`src/rtl/core/rbes_pkg.sv`:
```
// Shared types, command codes and saturating helpers for the rigid body step block.
`default_nettype none
package rbes_pkg;

  localparam int MAX_OBJECTS = 16;
  localparam int MAX_PLANES  = 8;
  localparam int FRAC_BITS   = 16;
  localparam int OBJ_W       = 4;
  localparam int PLANE_W     = 3;
  localparam int CFG_IDX_W   = 3;

  typedef logic signed [31:0] q_t;
  typedef q_t [2:0] vec3_t;

  localparam logic [2:0] CMD_SET_POS   = 3'd0;
  localparam logic [2:0] CMD_SET_VEL   = 3'd1;
  localparam logic [2:0] CMD_BOX_LO    = 3'd2;
  localparam logic [2:0] CMD_BOX_HI    = 3'd3;
  localparam logic [2:0] CMD_SET_FORCE = 3'd4;
  localparam logic [2:0] CMD_ADD_ACC   = 3'd5;
  localparam logic [2:0] CMD_SET_PLANE = 3'd6;
  localparam logic [2:0] CMD_STEP      = 3'd7;

  localparam logic [CFG_IDX_W-1:0] CFG_GRAV_X    = 3'd0;
  localparam logic [CFG_IDX_W-1:0] CFG_GRAV_Y    = 3'd1;
  localparam logic [CFG_IDX_W-1:0] CFG_GRAV_Z    = 3'd2;
  localparam logic [CFG_IDX_W-1:0] CFG_TIME_STEP = 3'd3;
  localparam logic [CFG_IDX_W-1:0] CFG_SCALE     = 3'd4;
  localparam logic [CFG_IDX_W-1:0] CFG_OBJ_CNT   = 3'd5;
  localparam logic [CFG_IDX_W-1:0] CFG_PLANE_CNT = 3'd6;

  typedef struct packed {
    logic [2:0]       cmd;
    logic [OBJ_W-1:0] index;
    vec3_t            vec;
    q_t               scalar;
  } cmd_t;

  function automatic q_t sat32(input logic signed [63:0] v);
    q_t r;
    if (v > 64'sd2147483647) r = 32'sh7fffffff;
    else if (v < -64'sd2147483648) r = 32'sh80000000;
    else r = v[31:0];
    return r;
  endfunction

  function automatic q_t sadd(input q_t a, input q_t b);
    logic signed [63:0] s;
    s = {{32{a[31]}}, a} + {{32{b[31]}}, b};
    return sat32(s);
  endfunction

  function automatic q_t ssub(input q_t a, input q_t b);
    logic signed [63:0] s;
    s = {{32{a[31]}}, a} - {{32{b[31]}}, b};
    return sat32(s);
  endfunction

endpackage
`default_nettype wire

```
`src/rtl/core/rbes_front.sv`:
```
// Front end: accepts command beats, drops out-of-table plane writes, queues the rest.
`default_nettype none
module rbes_front
  import rbes_pkg::*;
(
  input  wire logic             clk,
  input  wire logic             rst_n,
  input  wire logic             in_valid,
  output logic                  in_ready,
  input  wire logic [2:0]       in_cmd,
  input  wire logic [OBJ_W-1:0] in_index,
  input  wire q_t               in_vec_x,
  input  wire q_t               in_vec_y,
  input  wire q_t               in_vec_z,
  input  wire q_t               in_scalar,
  output logic                  q_valid,
  input  wire logic             q_ready,
  output cmd_t                  q_cmd
);

  localparam int QDEPTH = 2;

  cmd_t       mem_r [QDEPTH];
  logic       wr_ptr_r, rd_ptr_r;
  logic [1:0] cnt_r, cnt_nxt;
  logic       keep, push, pop;
  cmd_t       beat;

  assign keep     = (in_cmd != CMD_SET_PLANE) || (in_index < OBJ_W'(MAX_PLANES));
  assign in_ready = (cnt_r != 2'(QDEPTH));
  assign push     = in_valid && in_ready && keep;
  assign q_valid  = (cnt_r != 2'd0);
  assign pop      = q_valid && q_ready;
  assign q_cmd    = mem_r[rd_ptr_r];
  assign cnt_nxt  = cnt_r + {1'b0, push} - {1'b0, pop};

  always_comb begin
    beat.cmd    = in_cmd;
    beat.index  = in_index;
    beat.vec    = {in_vec_z, in_vec_y, in_vec_x};
    beat.scalar = in_scalar;
  end

  always_ff @(posedge clk) begin
    if (push) mem_r[wr_ptr_r] <= beat;
  end

  always_ff @(posedge clk) begin
    if (!rst_n) begin
      wr_ptr_r <= 1'b0;
      rd_ptr_r <= 1'b0;
      cnt_r    <= 2'd0;
    end else begin
      if (push) wr_ptr_r <= ~wr_ptr_r;
      if (pop) rd_ptr_r <= ~rd_ptr_r;
      cnt_r <= cnt_nxt;
    end
  end

endmodule
`default_nettype wire

```
`config.mk`:
```
export PLATFORM = sky130hd
export DESIGN_NAME = rbes_front
export DESIGN_NICKNAME = d
export VERILOG_FILES = /design/src/rtl/core/rbes_pkg.sv /design/src/rtl/core/rbes_front.sv
export SDC_FILE = /design/constraint.sdc
export NUM_CORES = 1
export LEC_CHECK = 0
export BUFFER_PORTS_ARGS = -buffer_cell sky130_fd_sc_hd__buf_2
export CAP_MARGIN = 5
export CORE_AREA = 3 3 150 181
export CTS_BUF_LIST = sky130_fd_sc_hd__clkbuf_8 sky130_fd_sc_hd__clkbuf_16
export CTS_CLUSTER_DIAMETER = 200
export DETAILED_ROUTE_END_ITERATION = 6
export DIE_AREA = 0 0 153 184
export PLACE_DENSITY_LB_ADDON = 0.25
export SLEW_MARGIN = 20
export SYNTH_ARGS = -nofsm -noshare
export SYNTH_HDL_FRONTEND = slang
export SYNTH_SLANG_ARGS = --single-unit
```
`constraint.sdc`:
```
create_clock -name clk -period 22.1 [get_ports clk]
set_input_delay 4.42 -clock clk [delete_from_list [all_inputs] [get_ports clk]]
set_output_delay 4.42 -clock clk [all_outputs]
set_load 0.01 [all_outputs]
```
==> results of run 1 <==
==> layer usage <==
| metal | global-route usage, % | up-vias | part of all wire [%] |
|---|---|---|---|
| li1 | - | 2368 | - |
| met4 | 4.78 | 0 | 2.9 |
| met5 | 0 | - | 0 |
| met3 | 3.37 | 39 | 6.6 |
| met2 | 25.1 | 195 | 54 |
| met1 | 14.9 | 2518 | 36 |
==> report_power, final <==
group	internal [W]	switching, W	leakage, nW
Combinational	0.000173	0.000185	1.85
Clock	0.000284	0.000188	0.463
Sequential	0.000660	0.0000257	2.56
==> worst min-delay path, cell delays in order (launching register included) <==
cell and delay, ns:
dfxtp_1 0.34, nand2_1 0.08, mux2i_1 0.06
==> final timing paths <==
path / start / to / slack (ns) / cells past startpoint
worst max-delay path: flop / q_cmd[132] / 15.02 / 3
worst min-delay path: wr_ptr_r / wr_ptr_r / 0.53 / 2
worst max register to register: cnt_r[0] / mem_r[0][97] / 19.95 / 4
worst min register to register: wr_ptr_r / wr_ptr_r / 0.53 / 2
==> layout make-up <==
cell class / count / area [sq um]
multi-input cells: 154 / 1860
fillers: 2077 / 12700
flip-flops and latches: 275 / 8210
clock inverters: 23 / 218
well taps: 330 / 413
clock buffers: 29 / 726
inverters: 2 / 7.51
repair buffers: 281 / 1420
diodes: 3 / 7.51
==> through the flow <==
step,utilization (%),cells,setup WS [ns],total power [W]
after floorplan,-,446,11.17,0.000945
after global placement,46.6,1042,15.56,0.00106
after detailed placement,46.6,1042,15.50,0.00107
after CTS,50.3,1094,14.94,0.00154
after global routing,50.4,1097,14.85,0.00159
final,50.4,1097,15.02,0.00152
==> cell usage in the layout (no fill, tap or decap) <==
cell	n
nor2b_1	2
clkinv_4	2
nor2_4	2
nand3_1	1
or2_2	1
mux2_2	85
mux2i_1	1
nand4b_1	1
nand2_1	2
nand2b_1	1
clkinv_1	9
buf_4	6
inv_6	1
mux2_4	50
diode_2	3
inv_1	4
xnor2_1	3
ha_1	2
o21a_1	1
bufinv_16	4
edfxtp_1	270
dfxtp_4	1
buf_2	275
clkbuf_16	29
dfxtp_1	4
and2_1	2
clkinv_2	3
clkinvlp_4	2
==> state kept, by name, indices dropped and copies added (netlist names), named ones only <==
name      count
cnt_r         2
rd_ptr_r      1
wr_ptr_r      1
mem_r       270
==> kinds of logic after synthesis <==
family | count (synthesis) | share of synthesized area [%]
DFF | 275 | 80.6
adders and majority gates | 2 | 0.246
muxes | 136 | 16.9
AOI/OAI and AO/OA | 1 | 0.0738
and+or+nand+nor | 12 | 0.652
xor gates and xnor gates | 3 | 0.258
buffers and inverters | 17 | 1.24
==> flow_summary.yaml, run 1 <==
die:
  core_sq_mm: 0.0255
  die_area_sq_mm: 0.0282
  pin_count: 276
  fp.dieW_um: 153
  num_rows: 64
  die_h_um: 184
  initial_core_util_pct: 39.8
detailed_routing:
  drcViolationCount: 0
  drt_iter0_drc: 256
  via_count: 5120
  firstDrtPassIters: 4
  drtAntennaViolNets: 0
  wire_per_inst_um: 18.2
  vias_per_cell: 4.67
  drt-total-wl_mm: 19.9
global_route:
  track_usage_pct: 13.4
  antenna_found_initial: 3
  grt_pass1_wl_mm: 30.0
  grt_pass1_vias: 5635
  grt_max_degree: 72
  overflow: 0
timing:
  tns_ns: 0
  rsz0062_at_grt: "no"
  post-route-period-util_pct: 32.0
  fmaxAchievable_mhz: 141
  tightest_slew_ns: 1.01
  slew_headroom_pct: 32.5
  slew_violations: 0
  holdWs_ns: 0.533
  hold_violations: 0
  period_minus_slack_ns: 7.08
  skew_ns: 0.00663
  finalSetupViolCount: 0
synth:
  synthTopCellsByArea: "edfxtp_1, mux2_2, mux2_4, dfxtp_1, buf_6"
  synth_cell_types: 19
  syn-cell-area_sq_mm: 0.0102
  synth_most_common_cell: "edfxtp_1"
  synth_top_area_share_pct: 79.7
  syn_inst: 446
  async_flop_share_pct: 0
  ys_warn_count: 0
  synth_top_area_cell: "edfxtp_1"
  synth-edff-count: 270
  syn_nets: 587
  synth_flop_cell: "edfxtp_1"
  synth.avg_cell_area_sq_um: 22.8
  synth_common_cells: "edfxtp_1, mux2_2, mux2_4"
  synth-seq-area-share_pct: 80.6
  ys_ff_latch: 275
critical_path:
  crit_buf_inv: 2
  path_cells: "buf_4 -> mux2_2 -> buf_2"
  cp_slowest_cell: "buf_4"
  worstPathMaxFanout: 61
  arrival_ns: 2.66
  path_delay_family: "buffers and inverters"
  required_ns: 17.68
  end_kind: "output pin"
  critical_path_class: "flop to output pin"
  worstSetupStartpointType: "flop"
  slowest_delay_ns: 0.77
clock_tree:
  cts_buffer_depth: 3
  cts_buffers: 28
  cts-root-buf: "clkbuf_16"
  clk_pin_slew_ns: 0.06
  cts_setup_buffers: 0
  cts_resized: 0
  clock-sinks: 275
  clk_latency_ns: 0.53
  cts_tree: "yes"
  h-tree-depth: 1
  ctsHoldBuffers: 0
placement:
  post-dp-hpwl_mm: 13.6
  gp_congestion: 0.733
  placed_area_sq_mm: 0.0119
  numPortBuffers: 275
finish:
  fin_nets: 883
  drive_above_1_share_pct: 60.3
  syn_to_final_growth_pct: 26.4
  fin_area_sq_mm: 0.0129
pwr:
  power.density_mw_per_mm2: 118
  p_leak_nw: 4.87
  peakVddDrop_mv: 0.0780
flow_run:
  maxCapViolations: 0
worst_hold_path:
  hold_path.class: "flop to flop"
outcome:
  outcome: "finished clean"
Power figures use the tool's default switching activity.
==> run 2, diff against run 1 <==
==> constraint.sdc (replaced) <==
create_clock -name clk -period 7.33 [get_ports clk]
set_input_delay 1.466 -clock clk [delete_from_list [all_inputs] [get_ports clk]]
set_output_delay 1.466 -clock clk [all_outputs]
set_load 0.01 [all_outputs]
==> run 2 against run 1 <==
Via count is 0.18% higher. Die area stayed put. Clock-buffer cell count stayed put. Non-clock buffer count stayed put. Clock power grew to 2.9 times the previous value. Sequential cell count stayed put. Critical endpoint is now q_cmd[22]. Design area is 0.11% higher. Final cell count is 0.27% lower. Wire length is 0.83% lower. Total power grew to 3.0 times the previous value. Register-to-register slack worse by 15 ns. Global-route usage is 0.097 points lower.
==> flow_summary.yaml, run 2 (synthesis gave the netlist of run 1 again) <==
critical_path:
  worstSetupStartpointType: "flop"
  critical_path_class: "flop to output pin"
  required_ns: 5.86
  slowest_delay_ns: 0.78
  end_kind: "output pin"
  arrival_ns: 2.65
  cp_slowest_cell: "dfxtp_4"
  path_cells: "buf_4 -> mux2_2 -> buf_2"
  worstPathMaxFanout: 57
global_route:
  antenna_found_initial: 4
  overflow: 0
  grt_pass1_wl_mm: 29.9
  grt_pass1_vias: 5546
  grt_max_degree: 100
  track_usage_pct: 13.3
finish:
  final_cell_mix: "buf_2, edfxtp_1, mux2_2"
  largest_reg_flops: 270
  fin_nets: 883
  syn_to_final_growth_pct: 26.5
  drive_above_1_share_pct: 60.0
  reg.largest.list: "mem_r (270), cnt_r (2)"
  top_register: "mem_r"
  final_common_cell: "buf_2"
  fillers: 2099
clock_tree:
  cts_setup_buffers: 0
  clk_latency_ns: 0.53
  cts_tree: "yes"
  cts-root-buf: "clkbuf_16"
  clk_pin_slew_ns: 0.06
  cts_buffers: 28
  cts_resized: 0
  h-tree-depth: 1
  ctsHoldBuffers: 0
  cts_buffer_depth: 3
  clock-sinks: 275
outcome:
  outcome: "finished clean"
die:
  die_area_sq_mm: 0.0282
  pin_count: 276
  die_h_um: 184
  fp.dieW_um: 153
  num_rows: 64
  core_sq_mm: 0.0255
  initial_core_util_pct: 39.8
timing:
  hold_violations: 0
  rsz0062_at_grt: "no"
  finalSetupViolCount: 0
  period_minus_slack_ns: 4.12
  slew_headroom_pct: 48.7
  tightest_slew_ns: 0.769
  fmaxAchievable_mhz: 243
  slew_violations: 0
  post-route-period-util_pct: 56.2
  holdWs_ns: 0.511
  skew_ns: 0.0143
detailed_routing:
  drtAntennaViolNets: 0
  vias_per_cell: 4.69
  drt-total-wl_mm: 19.8
  drcViolationCount: 0
  via_count: 5129
  wire_per_inst_um: 18.1
  drt_iter0_drc: 239
  firstDrtPassIters: 4
placement:
  post-dp-hpwl_mm: 13.4
  numPortBuffers: 275
  gp_congestion: 0.737
flow_run:
  maxCapViolations: 0
pwr:
  p_leak_nw: 4.89
  total_power_w: 0.00452
  peakVddDrop_mv: 0.218
  power.density_mw_per_mm2: 351
worst_hold_path:
  hold_path.class: "flop to flop"
-- run 2: worst max-delay path, delay by kind of cell (launching register included) --
kind / cells / cell delay [ns]
buffers and inverters: 2 / 0.85
DFF: 1 / 0.78
muxes: 1 / 0.43
-- run 2: final timing paths --
kind / start / endpoint / slack [ns] / cells past startpoint
worst max-delay path: flop / q_cmd[22] / 3.21 / 3
worst min register to register: wr_ptr_r / wr_ptr_r / 0.51 / 2
worst max register to register: cnt_r[0] / mem_r[1][44] / 4.92 / 4
worst min-delay path: wr_ptr_r / wr_ptr_r / 0.51 / 2
-- run 2: per-stage QoR --
stage | cell area, sq um | std cells | utilization, % | setup TNS (ns) | worst slack [ns]
global route | 12900 | 1094 | 50.4 | 0 | 3.04
CTS | 12800 | 1091 | 50.2 | 0 | 3.13
floorplan | 10200 | 446 | - | -174.11 | -0.645
global placement | 11900 | 1040 | 46.7 | 0 | 3.40
finish | 12900 | 1094 | 50.4 | 0 | 3.21
detailed placement | 11900 | 1040 | 46.7 | 0 | 3.33
-- run 2: per-layer routing --
| layer | GRT usage (%) | wire, um | vias up |
|---|---|---|---|
| met4 | 3.71 | 373 | 6 |
| met2 | 24.7 | 10800 | 182 |
| met1 | 14.8 | 6990 | 2543 |
| li1 | - | - | 2362 |
| met5 | 0 | 41 | - |
| met3 | 4.33 | 1610 | 36 |
-- run 2: power breakdown --
part           leakage (nW)  internal (W)  switching (W)
logic                  1.87      0.000537       0.000553
clock network         0.470      0.000814       0.000543
registers              2.56       0.00199      0.0000845
total                  4.89       0.00334        0.00118
-- run 2: final cells by class --
type / instances / area (sq um) / area share, %
Clock inverter: 22 / 171 / 1.33
Timing Repair Buffer: 281 / 1490 / 11.5
Tap cell: 330 / 413 / 3.21
Inverter: 2 / 7.51 / 0.0583
Sequential cell: 275 / 8210 / 63.8
Antenna cell: 1 / 2.50 / 0.0194
Clock buffer: 29 / 726 / 5.64
Multi-Input combinational cell: 154 / 1860 / 14.4
==> run 3, diff against run 2 <==
==> constraint.sdc (replaced) <==
create_clock -name clk -period 3.5 [get_ports clk]
set_input_delay 0.7 -clock clk [delete_from_list [all_inputs] [get_ports clk]]
set_output_delay 0.7 -clock clk [all_outputs]
set_load 0.01 [all_outputs]
==> run 3 against run 2 <==
Clock power increased by 120%. Total power is 110% higher. Sequential power grew 110%. Sequential cell count stayed put. Largest cell class unchanged. Largest power group unchanged. Highest routed layer unchanged.
==> flow_summary.yaml, run 3 (synthesis gave the netlist of run 1 again) <==
finish:
  final_cell_mix: "buf_2, edfxtp_1, mux2_2"
  syn_to_final_growth_pct: 26.9
  top_register: "mem_r"
  final_core_util_pct: 50.6
  final_common_cell: "buf_2"
  largest_reg_flops: 270
  fin_nets: 883
  drive_above_1_share_pct: 60.2
  reg.largest.list: "mem_r (270), cnt_r (2)"
  diodes: 0
  fin_area_sq_mm: 0.0129
critical_path:
  path_delay_family: "flip-flops"
  critical_path_class: "flop to output pin"
  slowest_delay_ns: 0.66
  path_cells: "buf_12 -> mux2_2 -> buf_2"
  end_kind: "output pin"
  worstPathMaxFanout: 62
  required_ns: 2.80
  crit_buf_inv: 2
  arrival_ns: 2.18
  cp_slowest_cell: "dfxtp_4"
  worstSetupStartpointType: "flop"
placement:
  numPortBuffers: 275
  gp_congestion: 0.754
  post-dp-hpwl_mm: 12.9
  placed_area_sq_mm: 0.0120
global_route:
  antenna_found_initial: 2
  grt_max_degree: 71
  overflow: 0
  grt_pass1_wl_mm: 29.7
  grt_pass1_vias: 5540
  track_usage_pct: 13.2
die:
  initial_core_util_pct: 39.8
  pin_count: 276
  die_area_sq_mm: 0.0282
  die_h_um: 184
  fp.dieW_um: 153
  core_sq_mm: 0.0255
  num_rows: 64
pwr:
  peakVddDrop_mv: 0.530
  p_leak_nw: 4.89
  power.density_mw_per_mm2: 743
timing:
  fmaxAchievable_mhz: 347
  slew_headroom_pct: 67.7
  post-route-period-util_pct: 82.3
  rsz0062_at_grt: "no"
  hold_violations: 0
  slew_violations: 0
  skew_ns: 0.0145
  period_minus_slack_ns: 2.88
  tightest_slew_ns: 0.485
  tns_ns: 0
  finalSetupViolCount: 0
  holdWs_ns: 0.353
detailed_routing:
  drt_iter0_drc: 185
  firstDrtPassIters: 4
  drtAntennaViolNets: 0
  vias_per_cell: 4.70
  wire_per_inst_um: 17.8
  drt-total-wl_mm: 19.5
  via_count: 5143
  drcViolationCount: 0
flow_run:
  maxCapViolations: 0
clock_tree:
  clock-sinks: 275
  h-tree-depth: 1
  cts-root-buf: "clkbuf_16"
  clk_latency_ns: 0.53
  cts_setup_buffers: 0
  cts_tree: "yes"
  cts_resized: 0
  cts_buffer_depth: 3
  ctsHoldBuffers: 0
  clk_pin_slew_ns: 0.06
  cts_buffers: 28
worst_hold_path:
  hold_path.class: "input port to flop"
outcome:
  outcome: "finished clean"
run 3: cell types whose count changed in the layout (fill, tap and decap cells not counted), moves of 2 or more:
cell,previous run,this run
buf_12,2,6
buf_16,2,0
buf_4,2,0
clkinv_1,5,9
inv_1,10,5
run 3: cell type report:
cell class	instances	area [sq um]
Timing Repair Buffer	281	1500
Clock buffer	29	726
Inverter	2	7.51
Fill cell	2122	12600
Multi-Input combinational cell	154	1860
Sequential cell	275	8210
Clock inverter	23	205
Tap cell	330	413
run 3: path summary, 6_finish.rpt:
| kind | start | to | slack (ns) | cells past startpoint |
|---|---|---|---|---|
| max reg2reg | cnt_r[0] | cnt_r[1] | 1.54 | 8 |
| min reg2reg | wr_ptr_r | wr_ptr_r | 0.51 | 2 |
| min | in_vec_x[29] | mem_r[1][61] | 0.35 | 1 |
| max | flop | q_cmd[0] | 0.62 | 3 |
run 3: routing by layer:
layer / vias up / global-route usage (%) / wire length (um)
li1: 2373 / - / -
met4: 4 / 3.71 / 470
met3: 37 / 4.64 / 1810
met5: - / 0 / 25
met1: 2511 / 15.8 / 7500
met2: 218 / 22.7 / 9680
run 3: where the power goes:
group | internal (W) | switching [W]
clock network | 0.00178 | 0.00117
registers | 0.00416 | 0.000156
logic | 0.00114 | 0.00119
run 3: worst register-to-register path, delay by kind of cell (launching register included):
kind / cells / cell delay [ns]
XOR/XNOR: 2 / 0.29
adder cells (fa/ha/maj): 2 / 0.57
AND/OR/NAND/NOR: 3 / 0.60
flip-flops: 1 / 0.37
buffers and inverters: 1 / 0.04
run 3: through the flow:
| stage | total power, W | worst slack [ns] | std cells |
|---|---|---|---|
| after floorplan | 0.00592 | -1.45 | 446 |
| after global placement | 0.00671 | 1.19 | 1042 |
| after detailed placement | 0.00677 | 1.15 | 1042 |
| after CTS | 0.00977 | 0.583 | 1094 |
| after global routing | 0.0101 | 0.510 | 1094 |
| final | 0.00959 | 0.621 | 1094 |
